File: config.mk
export PLATFORM = sky130hd
export DESIGN_NAME = dmg_ctrl
export DESIGN_NICKNAME = d
export VERILOG_FILES = /design/src/hw/rtl/dmg_pkg.sv /design/src/hw/rtl/dmg_ctrl.sv
export SDC_FILE = /design/constraint.sdc
export NUM_CORES = 1
export LEC_CHECK = 0
export BUFFER_PORTS_ARGS = -buffer_cell sky130_fd_sc_hd__buf_2
export CORE_MARGIN = 3
export CORE_UTILIZATION = 30
export CTS_CLUSTER_SIZE = 24
export DETAILED_ROUTE_END_ITERATION = 12
export HOLD_SLACK_MARGIN = 0.1
export PLACE_DENSITY = 0.61
export SLEW_MARGIN = 30
export SYNTH_ARGS = -nofsm -noshare
export SYNTH_HDL_FRONTEND = slang
export SYNTH_SLANG_ARGS = --single-unit
File: constraint.sdc
create_clock -name clk_i -period 3 [get_ports clk_i]
set_input_delay 0.6 -clock clk_i [delete_from_list [all_inputs] [get_ports clk_i]]
set_output_delay 0.6 -clock clk_i [all_outputs]
set_load 0.02 [all_outputs]
File: src/hw/rtl/dmg_pkg.sv
// Shared types, constants and helper functions of the sound unit.
`timescale 1ns / 1ps
package dmg_pkg;

  localparam logic [1:0] KIND_TICK  = 2'd0;
  localparam logic [1:0] KIND_READ  = 2'd1;
  localparam logic [1:0] KIND_WRITE = 2'd2;

  localparam logic [1:0] CFG_SAMPLE_RATE = 2'd0;
  localparam logic [1:0] CFG_CPU_CLOCK   = 2'd1;

  localparam logic [16:0] SAMPLE_RATE_RST = 17'd48000;
  localparam logic [23:0] CPU_CLOCK_RST   = 24'd4194304;

  // register index = address - FF10
  localparam logic [5:0] IDX_NR10 = 6'h00;
  localparam logic [5:0] IDX_NR11 = 6'h01;
  localparam logic [5:0] IDX_NR12 = 6'h02;
  localparam logic [5:0] IDX_NR13 = 6'h03;
  localparam logic [5:0] IDX_NR14 = 6'h04;
  localparam logic [5:0] IDX_NR21 = 6'h06;
  localparam logic [5:0] IDX_NR22 = 6'h07;
  localparam logic [5:0] IDX_NR23 = 6'h08;
  localparam logic [5:0] IDX_NR24 = 6'h09;
  localparam logic [5:0] IDX_NR30 = 6'h0A;
  localparam logic [5:0] IDX_NR31 = 6'h0B;
  localparam logic [5:0] IDX_NR32 = 6'h0C;
  localparam logic [5:0] IDX_NR33 = 6'h0D;
  localparam logic [5:0] IDX_NR34 = 6'h0E;
  localparam logic [5:0] IDX_NR41 = 6'h10;
  localparam logic [5:0] IDX_NR42 = 6'h11;
  localparam logic [5:0] IDX_NR43 = 6'h12;
  localparam logic [5:0] IDX_NR44 = 6'h13;
  localparam logic [5:0] IDX_NR50 = 6'h14;
  localparam logic [5:0] IDX_NR51 = 6'h15;
  localparam logic [5:0] IDX_NR52 = 6'h16;

  localparam logic [5:0] IDX_PULSE_LEN [2] = '{IDX_NR11, IDX_NR21};
  localparam logic [5:0] IDX_PULSE_ENV [2] = '{IDX_NR12, IDX_NR22};
  localparam logic [5:0] IDX_PULSE_LO  [2] = '{IDX_NR13, IDX_NR23};
  localparam logic [5:0] IDX_PULSE_HI  [2] = '{IDX_NR14, IDX_NR24};

  localparam int unsigned NUM_REGS = 48;
  localparam int unsigned NUM_WAVE = 16;

  localparam logic [7:0] STATUS_MASK = 8'h70;

  localparam logic [7:0] READ_MASK [NUM_REGS] = '{
    8'h80, 8'h3F, 8'h00, 8'hFF, 8'hBF, 8'hFF, 8'h3F, 8'h00, 8'hFF, 8'hBF,
    8'h7F, 8'hFF, 8'h9F, 8'hFF, 8'hBF, 8'hFF, 8'hFF, 8'h00, 8'h00, 8'hBF,
    8'h00, 8'h00, 8'h70, 8'hFF, 8'hFF, 8'hFF, 8'hFF, 8'hFF, 8'hFF, 8'hFF,
    8'hFF, 8'hFF, 8'h00, 8'h00, 8'h00, 8'h00, 8'h00, 8'h00, 8'h00, 8'h00,
    8'h00, 8'h00, 8'h00, 8'h00, 8'h00, 8'h00, 8'h00, 8'h00};

  localparam logic [7:0] DUTY_WAVE [4] = '{8'h01, 8'h81, 8'h87, 8'h7E};
  localparam logic [6:0] NOISE_BASE [8] = '{7'd8, 7'd16, 7'd32, 7'd48,
                                            7'd64, 7'd80, 7'd96, 7'd112};

  localparam logic [32:0] SAMPLE_MAX = 33'd32767;
  localparam logic [23:0] SUM_MAX    = 24'hFFFFFF;

  typedef struct packed {
    logic capture;
    logic bus_write;
    logic bus_read;
    logic tick_a;
    logic tick_c;
    logic div_start;
    logic div_right;
    logic cap_left;
    logic cap_right;
    logic mul;
    logic load_read;
    logic load_samp;
  } dmg_cmd_t;

  typedef struct packed {
    logic emit;
    logic div_busy;
  } dmg_stat_t;

  // {overflow, period}
  function automatic logic [11:0] sweep_calc(input logic [10:0] sh, input logic [6:0] set);
    logic [10:0] delta;
    delta = sh >> set[2:0];
    return set[3] ? ({1'b0, sh} - {1'b0, delta}) : ({1'b0, sh} + {1'b0, delta});
  endfunction

  function automatic logic [22:0] noise_reload(input logic [7:0] ns);
    return {16'd0, NOISE_BASE[ns[2:0]]} << ns[7:4];
  endfunction

  function automatic logic [13:0] pulse_reload(input logic [10:0] p);
    logic [11:0] d;
    d = 12'd2048 - {1'b0, p};
    return {d, 2'b00};
  endfunction

  function automatic logic [12:0] wave_reload(input logic [10:0] p);
    logic [11:0] d;
    d = 12'd2048 - {1'b0, p};
    return {d, 1'b0};
  endfunction

  function automatic logic [8:0] vol_scale(input logic [2:0] v);
    logic [8:0] f;
    f = {6'd0, v} + 9'd1;
    return f * 9'd46;
  endfunction

endpackage

File: src/hw/rtl/dmg_ctrl.sv
// Sequencer that steps the datapath through reads, writes, ticks and samples.
`timescale 1ns / 1ps
module dmg_ctrl (
  input  logic              clk_i,
  input  logic              rst_ni,
  input  logic              in_valid_i,
  input  logic [1:0]        in_kind_i,
  output logic              in_ready_o,
  input  logic              out_ready_i,
  output logic              out_valid_o,
  input  dmg_pkg::dmg_stat_t stat_i,
  output dmg_pkg::dmg_cmd_t  cmd_o
);
  typedef enum logic [12:0] {
    ST_IDLE   = 13'b0000000000001,
    ST_WRITE  = 13'b0000000000010,
    ST_READ   = 13'b0000000000100,
    ST_RD_OUT = 13'b0000000001000,
    ST_TICK_A = 13'b0000000010000,
    ST_TICK_B = 13'b0000000100000,
    ST_TICK_C = 13'b0000001000000,
    ST_DIV_L  = 13'b0000010000000,
    ST_WAIT_L = 13'b0000100000000,
    ST_DIV_R  = 13'b0001000000000,
    ST_WAIT_R = 13'b0010000000000,
    ST_MUL    = 13'b0100000000000,
    ST_SM_OUT = 13'b1000000000000
  } state_e;

  state_e state_q, state_d;
  logic   out_valid_q, out_valid_d;
  logic   out_free;

  assign out_free   = !out_valid_q || out_ready_i;
  assign in_ready_o = state_q == ST_IDLE;

  always_comb begin
    state_d = state_q;
    cmd_o   = '0;
    unique case (state_q)
      ST_IDLE: begin
        if (in_valid_i) begin
          cmd_o.capture = 1'b1;
          unique case (in_kind_i)
            dmg_pkg::KIND_TICK:  state_d = ST_TICK_A;
            dmg_pkg::KIND_READ:  state_d = ST_READ;
            dmg_pkg::KIND_WRITE: state_d = ST_WRITE;
            default:             state_d = ST_IDLE;
          endcase
        end
      end
      ST_WRITE: begin
        cmd_o.bus_write = 1'b1;
        state_d = ST_IDLE;
      end
      ST_READ: begin
        cmd_o.bus_read = 1'b1;
        state_d = ST_RD_OUT;
      end
      ST_RD_OUT: begin
        if (out_free) begin
          cmd_o.load_read = 1'b1;
          state_d = ST_IDLE;
        end
      end
      ST_TICK_A: begin
        cmd_o.tick_a = 1'b1;
        state_d = ST_TICK_B;
      end
      ST_TICK_B: state_d = ST_TICK_C;
      ST_TICK_C: begin
        cmd_o.tick_c = 1'b1;
        state_d = stat_i.emit ? ST_DIV_L : ST_IDLE;
      end
      ST_DIV_L: begin
        cmd_o.div_start = 1'b1;
        state_d = ST_WAIT_L;
      end
      ST_WAIT_L: begin
        if (!stat_i.div_busy) begin
          cmd_o.cap_left = 1'b1;
          state_d = ST_DIV_R;
        end
      end
      ST_DIV_R: begin
        cmd_o.div_start = 1'b1;
        cmd_o.div_right = 1'b1;
        state_d = ST_WAIT_R;
      end
      ST_WAIT_R: begin
        cmd_o.div_right = 1'b1;
        if (!stat_i.div_busy) begin
          cmd_o.cap_right = 1'b1;
          state_d = ST_MUL;
        end
      end
      ST_MUL: begin
        cmd_o.mul = 1'b1;
        state_d = ST_SM_OUT;
      end
      ST_SM_OUT: begin
        if (out_free) begin
          cmd_o.load_samp = 1'b1;
          state_d = ST_IDLE;
        end
      end
      default: state_d = ST_IDLE;
    endcase
  end

  always_comb begin
    out_valid_d = out_valid_q;
    if (out_ready_i) out_valid_d = 1'b0;
    if (cmd_o.load_read || cmd_o.load_samp) out_valid_d = 1'b1;
  end

  always_ff @(posedge clk_i or negedge rst_ni) begin
    if (!rst_ni) begin
      state_q     <= ST_IDLE;
      out_valid_q <= 1'b0;
    end else begin
      state_q     <= state_d;
      out_valid_q <= out_valid_d;
    end
  end

  assign out_valid_o = out_valid_q;
endmodule

==> results.ini <==
[worst_setup_path]
crit_path_top_delay_cell = dfrtp_1
crit_path_end_kind = primary output
reg2reg_from = state_q[9]
path_cells = nor4_4, and3_4, and4b_4, nand2_4, inv_1, buf_2
path_max_fanout = 10
regToRegSetupSlack_ns = 1.26
r2r-end = state_q[12]
arrival_ns = 1.98
setup.worst_path.class = flip-flop to primary output
cpPeakStageDelay_ns = 0.51
required_ns = 2.40
cp_top_family = simple AND/OR/NAND/NOR gates
rr_worst_depth = 5
startpoint_type = flip-flop
path_buf_inv = 2

[die]
dieArea_um2 = 4020
rows = 20
ios = 22
start_util = 0.319
fp.dieW_um = 63.4
core-area_um2 = 3100
die_h_um = 63.4

[synthesis]
synthFlopType = dfrtp_1
synth-edff-count = 0
yosysTopAreaCell = dfrtp_1
synthTopCellsByArea = dfrtp_1 (33%), nor2_1 (4.9%), nor4b_1 (4.4%)
syn_inst = 114
synth_commonest_cells = dfrtp_1 (13), nor2_1 (13), nand2_1 (9), clkbuf_1 (8), inv_1 (6)
synth-seq-area-share = 0.356
synthArstFlopShare = 1.00
yosys_warnings = 0
syn_area_per_cell_um2 = 8.67
synth_cell_types = 36
synth-seq-cells = 14
synth_area_um2 = 988
syn_nets = 122
synth_top_area_frac = 0.329

[clock_tree]
numCtsBuffers = 3
cts_resized = 0
path_clk_slew_ns = 0.10
clockBufferDepth = 2
cts_tree = yes
clock_sinks = 14
cts_setup_buffers = 0
cts_root_buf = clkbuf_4
cts_max_level = 1
clk_latency_ns = 0.29
cts_hold_buf = 0

[power_and_ir_drop]
switching_share = 0.390
ir_drop_mv = 0.237
switchingPower_mw = 0.232
clkPwrFrac = 0.201
power_density_nw_per_um2 = 530
combinationalPowerShare = 0.397
power.internal_mw = 0.362
power_mw = 0.594
seq_power_share = 0.402
leakage_nw = 0.546

[detailed_routing]
routedWlPerCell_um = 12.3
finalWirelength_um = 2130
drt_first_pass_iters = 4
drc = 0
vias_per_cell = 4.96
drtIter0Drc = 26
vias = 858
ant_nets = 0

[placement]
place.gp.congestion = 0.852
io_buffers = 21
hpwl_um = 1670

[outcome]
status = complete, no violations

[sta]
slew_headroom = 0.700
fin_skew_ns = 0.00980
rsz0062_at_grt = false
min_period_ns = 2.58
finalMaxSlewViolations = 0
report.final.hold_viol_count = 0
finalSetupViolCount = 0
fin_crit_sh = 0.859
setup_tns_ns = 0
fmax_mhz = 388
tightest_slew_ns = 0.447

[cells_and_area]
multi_input_area_um2 = 562
register_area_um2 = 352
area_growth_syn_to_layout_pct = 13.5
nets = 138
nFillCells = 357
insertedDiodeCount = 0
drive_above_1_share = 0.264

[hold_path]
worst_hold_path_type = input port to asynchronous set/reset pin

[global_routing]
antenna_found_initial = 0
grt_pass1_wl_um = 3710
grt-ovfl-total = 0
grt_usage = 0.116
grt_max_degree = 15
grt_pass1_vias = 811

[flow_run]
maxCapViolations = 0

[through the flow]
| stage | setup WS, ns | util | hold WS (ns) | instances | cell area (um^2) |
|---|---|---|---|---|---|
| 2_1_floorplan | 0.592 | - | 0.304 | 114 | 988 |
| 3_3_place_gp | 0.778 | 0.353 | 0.517 | 169 | 1100 |
| 3_5_place_dp | 0.754 | 0.353 | 0.519 | 169 | 1100 |
| 4_1_cts | 0.415 | 0.362 | 0.192 | 173 | 1120 |
| 5_1_grt | 0.280 | 0.362 | 0.208 | 173 | 1120 |
| 6_report | 0.423 | 0.362 | 0.183 | 173 | 1120 |
[per-layer routing]
metal	global-route usage	wire [um]
met1	0.144	965
met3	0.0232	129
met2	0.185	996
met5	0	0
met4	0.0647	40
[cell usage in the layout, fill, tap and decap left out, drive strengths merged, types with 2 or more instances in the layout]
cell type  Yosys  final
nand4          2      2
clkbuf         8      4
o21ai          7      7
inv            6      6
a21oi          2      2
nor3           4      4
nand3          5      5
nor4           7      7
xor2           5      5
and3           5      5
nor2          13     13
dfrtp         13     13
buf            2     21
and2           2      2
nand2         10     10
nor2b          2      2
nor4b          5      5
nor3b          5      5
[worst reg2reg max path: cells and delay by family, from the launching register on]
family | cells | cell delay [ns]
DFF | 1 | 0.48
AOI/OAI and AO/OA | 3 | 0.64
and+or+nand+nor | 2 | 0.55
[registers in the layout, indices dropped and copies added (netlist names)]
signal and flops:
state_q 13, out_valid_o 1
[how the worst max path moves through the flow]
stage	depth (start not counted)	slack, ns	end	from
CTS	6	0.41	cmd_o[11]	state_q[5]
finish	6	0.42	cmd_o[11]	state_q[5]
global placement	5	0.78	cmd_o[5]	state_q[1]
floorplan	5	0.59	cmd_o[5]	state_q[3]
detailed placement	6	0.75	cmd_o[11]	state_q[5]
global route	5	0.28	cmd_o[8]	state_q[1]
[kinds of logic after synthesis]
group | after synthesis | synth area share
compound gates | 14 | 0.0899
xor+xnor | 6 | 0.0532
buf+inv | 16 | 0.0759
flops | 14 | 0.356
simple gates | 64 | 0.425
[power groups by stage]
stage	registers, mW	logic, mW	clock network (mW)
3_5_place_dp	0.242	0.239	0
4_1_cts	0.239	0.240	0.123
5_1_grt	0.244	0.265	0.129
3_3_place_gp	0.241	0.234	0
2_1_floorplan	0.228	0.195	0
6_report	0.239	0.236	0.119
[layout make-up]
type	count	share of cell area
multi-input cells	84	0.501
flip-flops and latches	14	0.313
repair buffers	21	0.0936
well taps	44	0.0491
clock buffers	4	0.0234
inverters	6	0.0201
No activity file was read; power rests on OpenSTA's default activity.
