[src/hw/rtl/dmg_div.sv]
// Restoring serial divider, one quotient bit per cycle.
`timescale 1ns / 1ps
module dmg_div (
  input  logic        clk_i,
  input  logic        rst_ni,
  input  logic        start_i,
  input  logic [23:0] dividend_i,
  input  logic [15:0] divisor_i,
  output logic        busy_o,
  output logic [23:0] quotient_o
);
  localparam logic [4:0] STEPS = 5'd24;

  logic [4:0]  cnt_q, cnt_d;
  logic [16:0] rem_q, rem_d;
  logic [23:0] quo_q, quo_d;
  logic [16:0] rem_sh;

  always_comb begin
    cnt_d  = cnt_q;
    rem_d  = rem_q;
    quo_d  = quo_q;
    rem_sh = {rem_q[15:0], quo_q[23]};
    if (start_i) begin
      cnt_d = STEPS;
      rem_d = '0;
      quo_d = dividend_i;
    end else if (cnt_q != 5'd0) begin
      cnt_d = cnt_q - 5'd1;
      if (rem_sh >= {1'b0, divisor_i}) begin
        rem_d = rem_sh - {1'b0, divisor_i};
        quo_d = {quo_q[22:0], 1'b1};
      end else begin
        rem_d = rem_sh;
        quo_d = {quo_q[22:0], 1'b0};
      end
    end
  end

  always_ff @(posedge clk_i or negedge rst_ni) begin
    if (!rst_ni) begin
      cnt_q <= '0;
    end else begin
      cnt_q <= cnt_d;
    end
  end

  always_ff @(posedge clk_i) begin
    rem_q <= rem_d;
    quo_q <= quo_d;
  end

  assign busy_o     = cnt_q != 5'd0;
  assign quotient_o = quo_q;
endmodule

[config.mk]
export PLATFORM = sky130hd
export DESIGN_NAME = dmg_div
export DESIGN_NICKNAME = d
export VERILOG_FILES = /design/src/hw/rtl/dmg_div.sv
export SDC_FILE = /design/constraint.sdc
export NUM_CORES = 1
export LEC_CHECK = 0
export ABC_AREA = 1
export BUFFER_PORTS_ARGS = -buffer_cell sky130_fd_sc_hd__buf_2
export CAP_MARGIN = 10
export CORE_UTILIZATION = 31
export CTS_BUF_LIST = sky130_fd_sc_hd__clkbuf_8 sky130_fd_sc_hd__clkbuf_16
export DETAILED_ROUTE_END_ITERATION = 16
export PLACE_DENSITY = 0.48
export SETUP_SLACK_MARGIN = 0.2
export SYNTH_ARGS = -nofsm -noshare
export SYNTH_HDL_FRONTEND = slang
export SYNTH_SLANG_ARGS = --single-unit
[constraint.sdc]
create_clock -name clk_i -period 1.8 [get_ports clk_i]
set_clock_uncertainty 0.05 [all_clocks]
set_input_delay 0.27 -clock clk_i [delete_from_list [all_inputs] [get_ports clk_i]]
set_output_delay 0.27 -clock clk_i [all_outputs]
set_load 0.005 [all_outputs]
==> results.sh, run 1 <==
export IMPL_vias=3210
export IMPL_layout_nets=643
export IMPL_critical_path_max_fanout=4
export IMPL_power_density_nw_per_um2=1240
export IMPL_detail_route_wirelength_um=9010
export IMPL_post_route_util_pct=49.4
export IMPL_final_antenna_net_count=0
export IMPL_core_area_um2=9860
export IMPL_r2r_end="rem_q[14]$_SDFFE_PP0P_"
export IMPL_cts_root_buf="clkbuf_8"
export IMPL_fin_crit_ns=1.83
export IMPL_worstMarginPinSlew_ns=0.457
export IMPL_syn_to_final_growth_pct=52.8
export IMPL_syn_area_per_cell_um2=7.01
export IMPL_overflow=0
export IMPL_drv_slew=0
export IMPL_cts_sinks=45
export IMPL_top_level_ports=68
export IMPL_r2r_start="quotient_o[23]$_DFFE_PP_"
export IMPL_relSlewSlack_pct=69.5
export IMPL_antenna_found_initial=0
export IMPL_clkTransAtPathRegs_ns=0.09
export IMPL_finalHoldViolations=0
export IMPL_max_freq_mhz=547
export IMPL_clockBufferDepth=2
export IMPL_synth_cell_types=36
export IMPL_hold_class="in -> reg"
export IMPL_end_kind="flip-flop"
export IMPL_dp_hpwl_um=6740
export IMPL_grt_first_pass_wirelength_um=14600
export IMPL_holdPathEnd="quotient_o[17]$_DFFE_PP_"
export IMPL_setup_ws_ns=-0.0298
export IMPL_hold_start="dividend_i[17]"
export IMPL_start_util_pct=32.3
export IMPL_wl_per_cell_um=12.6
export IMPL_insertion_delay_ns=0.30
export IMPL_worstPathArrival_ns=1.99
export IMPL_viasPerCell=4.49
export IMPL_track_usage_pct=17.7
export IMPL_syn_inst=455
export IMPL_synth_top_area_cell="edfxtp_1"
export IMPL_n_antenna_cell=0
export IMPL_drt_iter0_drc=134
export IMPL_path_class="reg -> reg"
export IMPL_port_buffer_count=67
export IMPL_holdPathStages=3
export IMPL_critical_path_top_delay_family="adder cells"
export IMPL_syn_area_um2=3190
export IMPL_required_ns=1.96
export IMPL_place_congestion=0.828
export IMPL_cp_cell_sequence="inv_2, ha_4, fa_2, nor2_4, nor2_4, o21ai_2, nand2_1, nand3_1, nand3_2, nand2_1, nand2_1"
export IMPL_synth_top_area_share_pct=22.6
export IMPL_p_leak_uw=0.00247
export IMPL_drtPass1Iterations=4
export IMPL_drv_cap=0
export IMPL_grt_max_degree=27
export IMPL_setup_violations_final=10
export IMPL_rsz0062_at_grt="true"
export IMPL_place_ws_ns=-0.161
export IMPL_die_h_um=103
export IMPL_hold_slack_ns=0.188
export IMPL_cp_start_kind="flip-flop"
export IMPL_placed_cell_area_um2=4210
export IMPL_h_tree_depth=2
export IMPL_synth_seq_cells=45
export IMPL_final_area_um2=4870
export IMPL_fp_dieW_um=103
export IMPL_run_status="complete, but fails checks"
export IMPL_dieArea_um2=10700
export IMPL_synth_nets=517
export IMPL_ir_drop_v=0.000455
export IMPL_worstRegToRegCells=11
export IMPL_path_common_cell="nand2_1"
export IMPL_synth_area_leaders="edfxtp_1 (23%), nand2_1 (21%), dfxtp_1 (10%)"
export IMPL_critPathBufInv=1
export IMPL_drc_errors=0
export IMPL_max_stage_delay_ns=0.38
export IMPL_post_route_cells_drive_above_1_share_pct=42.1
export IMPL_period_share_pct=102
export IMPL_grt_pass1_vias=3157
export IMPL_ys_seq_area_share_pct=36.6
export IMPL_ys_warn_count=0
export IMPL_setup_tns_ns=-0.161
export IMPL_violations="setup timing"
export IMPL_cts_buffers=5
export IMPL_cp_depth=11
export IMPL_std_cell_rows=36
export IMPL_cts_tree="built"
export IMPL_critical_path_slowest_cell="edfxtp_1"
export IMPL_timing_reg2reg_setup_slack_ns=-0.03
-- synthesized netlist by cell type --
cell and number:
a21oi_4 1, nand2_8 1, nor2_1 18, a31oi_1 1
nor3_1 4, xnor2_1 4, o21a_1 1, dfxtp_1 16
nor2_8 1, nand4_1 4, o21ai_0 10, inv_1 68
buf_1 1, fa_1 1, buf_6 2, a211o_1 1
nand3b_1 7, o21ai_2 1, inv_2 6, nand3_1 36
nand2_2 5, ha_1 18, buf_4 2, a21oi_1 12
clkinv_1 1, nand2_4 1, xor2_1 3, nand3_2 5
dfrtp_1 5, o21bai_1 1, nand2_1 181, clkbuf_1 5
a21oi_2 1, o22ai_1 1, nor2_2 6, edfxtp_1 24
-- worst register-to-register path: stages, from the launching register on --
cell and delay, ns:
edfxtp_1 0.38, inv_2 0.07, ha_4 0.16, fa_2 0.38
nor2_4 0.12, nor2_4 0.05, o21ai_2 0.16, nand2_1 0.10
nand3_1 0.09, nand3_2 0.07, nand2_1 0.06, nand2_1 0.04
-- metrics by stage --
step                total power [uW]  cells
CTS                             5430    707
detailed placement              4400    689
global route                    6560    715
floorplan                       3420    455
finish                          6030    715
global placement                4390    689
-- cells in the final DEF (no fill, tap or decap), drive strengths merged, types with 4 or more instances in the layout --
cell type	instances
buf	125
clkbuf	7
nor2	25
xnor2	4
nand2	189
nand3b	7
inv	74
dfxtp	16
ha	18
edfxtp	24
nand4	4
o21ai	11
dfrtp	5
nor3	4
a21oi	14
nand3	41
-- worst max path at each step --
stage / slack, ns / end / start
after floorplan: 0.06 / rem_q[14]$_SDFFE_PP0P_ / quotient_o[23]$_DFFE_PP_
after global placement: -0.15 / rem_q[4]$_SDFFE_PP0P_ / divisor_i[14]
after detailed placement: -0.16 / rem_q[14]$_SDFFE_PP0P_ / divisor_i[14]
after CTS: -0.02 / rem_q[8]$_SDFFE_PP0P_ / quotient_o[23]$_DFFE_PP_
after global routing: -0.18 / rem_q[6]$_SDFFE_PP0P_ / quotient_o[23]$_DFFE_PP_
final: -0.03 / rem_q[14]$_SDFFE_PP0P_ / quotient_o[23]$_DFFE_PP_
-- flip-flops by register name, indices dropped and copies added (netlist names) --
name	cells
cnt_q	5
rem_q	16
quotient_o	24
-- layout make-up --
type	instances	area, um2
clock buffer	6	82.6
multi-input combinational	326	2230
clock inverter	2	37.5
inverter	75	289
sequential	45	1190
timing repair inverter	1	8.76
timing repair buffer	127	865
tap	133	166
fill	998	4990
-- metal layers --
layer	GRT usage, %	wire length (um)	share of wire [%]
met5	0	0	0
met4	5.85	155	1.7
met3	2.42	371	4.1
met2	30.3	4210	47
met1	22.8	4280	47
-- timing repair --
item                                    CTS  global route
cloned                                    2             1
resized for setup                        27            65
endpoints found under the setup margin   44            18
hold buffers                              1             0
pin swaps                                 9            16
setup buffers                             7             7
endpoints found under the hold margin     5             0
-- kinds of logic (layout without fill, tap and decap cells) --
kind of cell,Yosys count,after routing,synth area share [%]
and+or+nand+nor,269,270,37.5
AOI/OAI and AO/OA,30,30,5.65
adders and majority gates,19,19,7.69
DFF,45,45,36.6
buffers and inverters,85,211,10.7
xor gates and xnor gates,7,7,1.92
-- power by group --
group | internal (uW) | switching, uW | leakage [uW] | total, uW
registers | 1330 | 213 | 0.000457 | 1550
clock network | 452 | 361 | 0.0000574 | 812
logic | 1770 | 1910 | 0.00196 | 3670
No activity file was read; power rests on OpenSTA's default activity.
==> run 2, diff against run 1 <==
Settings changed: MAX_ROUTING_LAYER from default to met4.
==> run 2 against run 1 <==
The run still ends with setup timing left. Wire length rose by 0.17%. Via count up 0.22%. Cell count stayed put. Sequential share of layout area unchanged. Register-to-register slack about the same. Critical path type unchanged. Highest routed layer unchanged.
==> results.sh, run 2 (synthesis gave the netlist of run 1 again) <==
export IMPL_run_status="complete, but fails checks"
export IMPL_violations="setup timing"
export IMPL_timing_reg2reg_setup_slack_ns=-0.03
export IMPL_power_frac_clock_pct=13.5
export IMPL_start_util_pct=32.3
export IMPL_port_buffer_count=67
export IMPL_dieArea_um2=10700
export IMPL_place_congestion=0.840
export IMPL_switching_share_pct=41.2
export IMPL_largest_register_ffs=24
export IMPL_cts_sinks=45
export IMPL_worstMarginPinSlew_ns=0.453
export IMPL_fp_dieW_um=103
export IMPL_crit_start="quotient_o[23]$_DFFE_PP_"
export IMPL_power_frac_comb_pct=60.9
export IMPL_worstPathArrival_ns=1.99
export IMPL_final_antenna_net_count=0
export IMPL_holdPathEnd="quotient_o[17]$_DFFE_PP_"
export IMPL_placed_cells=689
export IMPL_viasPerCell=4.50
export IMPL_cts_root_buf="clkbuf_8"
export IMPL_fin_crit_ns=1.83
export IMPL_cp_start_kind="flip-flop"
export IMPL_power_frac_seq_pct=25.6
export IMPL_hold_slack_ns=0.189
export IMPL_antenna_found_initial=0
export IMPL_std_cell_rows=36
export IMPL_drt_iter0_drc=152
export IMPL_n_antenna_cell=0
export IMPL_critical_path_max_fanout=4
export IMPL_syn_to_final_growth_pct=52.8
export IMPL_detail_route_wirelength_um=9030
export IMPL_drtPass1Iterations=4
export IMPL_rsz0062_at_grt="true"
export IMPL_cts_buffers=5
export IMPL_layout_common_cells="nand2_1 (159), buf_2 (66), inv_1 (65)"
export IMPL_clockBufferDepth=2
export IMPL_top_level_ports=68
export IMPL_worstRegToRegCells=11
export IMPL_grt_first_pass_wirelength_um=14600
export IMPL_drc_errors=0
export IMPL_clkTransAtPathRegs_ns=0.09
export IMPL_dp_hpwl_um=6740
export IMPL_required_ns=1.96
export IMPL_layout_nets=643
export IMPL_overflow=0
export IMPL_hold_start="dividend_i[17]"
export IMPL_end_kind="flip-flop"
export IMPL_fin_cells=715
export IMPL_die_h_um=103
export IMPL_p_leak_uw=0.00247
export IMPL_grt_max_degree=27
export IMPL_max_freq_mhz=546
export IMPL_setup_violations_final=10
export IMPL_track_usage_pct=18.2
export IMPL_finalHoldViolations=0
export IMPL_post_route_cells_drive_above_1_share_pct=42.1
export IMPL_core_area_um2=9860
export IMPL_relSlewSlack_pct=69.7
export IMPL_wl_per_cell_um=12.6
export IMPL_cts_tree="built"
export IMPL_r2r_start="quotient_o[23]$_DFFE_PP_"
export IMPL_p_switching_uw=2480
export IMPL_setup_ws_ns=-0.0304
export IMPL_period_share_pct=102
export IMPL_mostFrequentLayoutCell="nand2_1"
export IMPL_grt_pass1_vias=3156
export IMPL_r2r_end="rem_q[14]$_SDFFE_PP0P_"
export IMPL_path_class="reg -> reg"
export IMPL_vias=3217
export IMPL_insertion_delay_ns=0.30
export IMPL_hold_class="in -> reg"
export IMPL_drv_slew=0
export IMPL_drv_cap=0
export IMPL_ir_drop_v=0.000455
export IMPL_power_density_nw_per_um2=1240
export IMPL_holdPathStages=3
export IMPL_h_tree_depth=2
export IMPL_p_int_uw=3550
[run 2: cell counts in the layout (fill, tap and decap cells not counted)]
Identical to the previous run, type by type.
[run 2: worst max-delay path by stage]
| stage | endpoint | slack, ns | cells after the start |
|---|---|---|---|
| finish | rem_q[14]$_SDFFE_PP0P_ | -0.03 | 11 |
| global route | rem_q[6]$_SDFFE_PP0P_ | -0.18 | 10 |
| CTS | rem_q[8]$_SDFFE_PP0P_ | -0.02 | 11 |
| detailed placement | rem_q[14]$_SDFFE_PP0P_ | -0.16 | 12 |
| global placement | rem_q[4]$_SDFFE_PP0P_ | -0.15 | 11 |
| floorplan | rem_q[14]$_SDFFE_PP0P_ | 0.06 | 11 |
[run 2: worst max-delay path, stage by stage, from the launching register on]
cell and delay [ns]:
edfxtp_1 0.38, inv_2 0.07, ha_4 0.16, fa_2 0.39
nor2_4 0.12, nor2_4 0.05, o21ai_2 0.16, nand2_1 0.10
nand3_1 0.09, nand3_2 0.07, nand2_1 0.06, nand2_1 0.04
[run 2: routing by layer]
layer / vias up / GRT usage [%] / share of wire, %
li1: 1682 / - / -
met1: 1457 / 22.8 / 47
met2: 68 / 30.3 / 47
met3: 10 / 2.42 / 4.3
met4: 0 / 5.85 / 1.7
met5: - / - / 0
[run 2: timing repair]
action,CTS,global route
buffers inserted,7,7
hold buffers,1,0
hold endpoints to repair,5,0
cloned,2,1
gates resized for setup,27,65
pin swaps,9,16
setup endpoints to repair,44,18
[run 2: power groups by stage]
stage	Sequential [uW]	Clock (uW)	Combinational (uW)
final	1550	814	3670
after global routing	1570	891	4100
after CTS	1540	836	3050
after detailed placement	1530	0	2870
after global placement	1540	0	2860
after floorplan	1470	0	1950
[run 2: final cells by class]
type	instances	area (um2)
Inverter	75	289
Sequential cell	45	1190
Timing Repair Buffer	127	865
Clock buffer	6	82.6
Fill cell	998	4990
Clock inverter	2	37.5
Timing Repair inverter	1	8.76
Multi-Input combinational cell	326	2230
Tap cell	133	166
[run 2: through the flow]
step	cell area, um2	total power (uW)	utilization [%]	setup WS [ns]	setup TNS, ns
floorplan	3420	3420	-	0.0606	0
global placement	4210	4390	42.7	-0.147	-2.22
detailed placement	4210	4400	42.7	-0.161	-2.31
CTS	4520	5430	45.9	-0.0231	-0.0759
global route	4870	6560	49.4	-0.181	-1.55
finish	4870	6030	49.4	-0.0304	-0.147
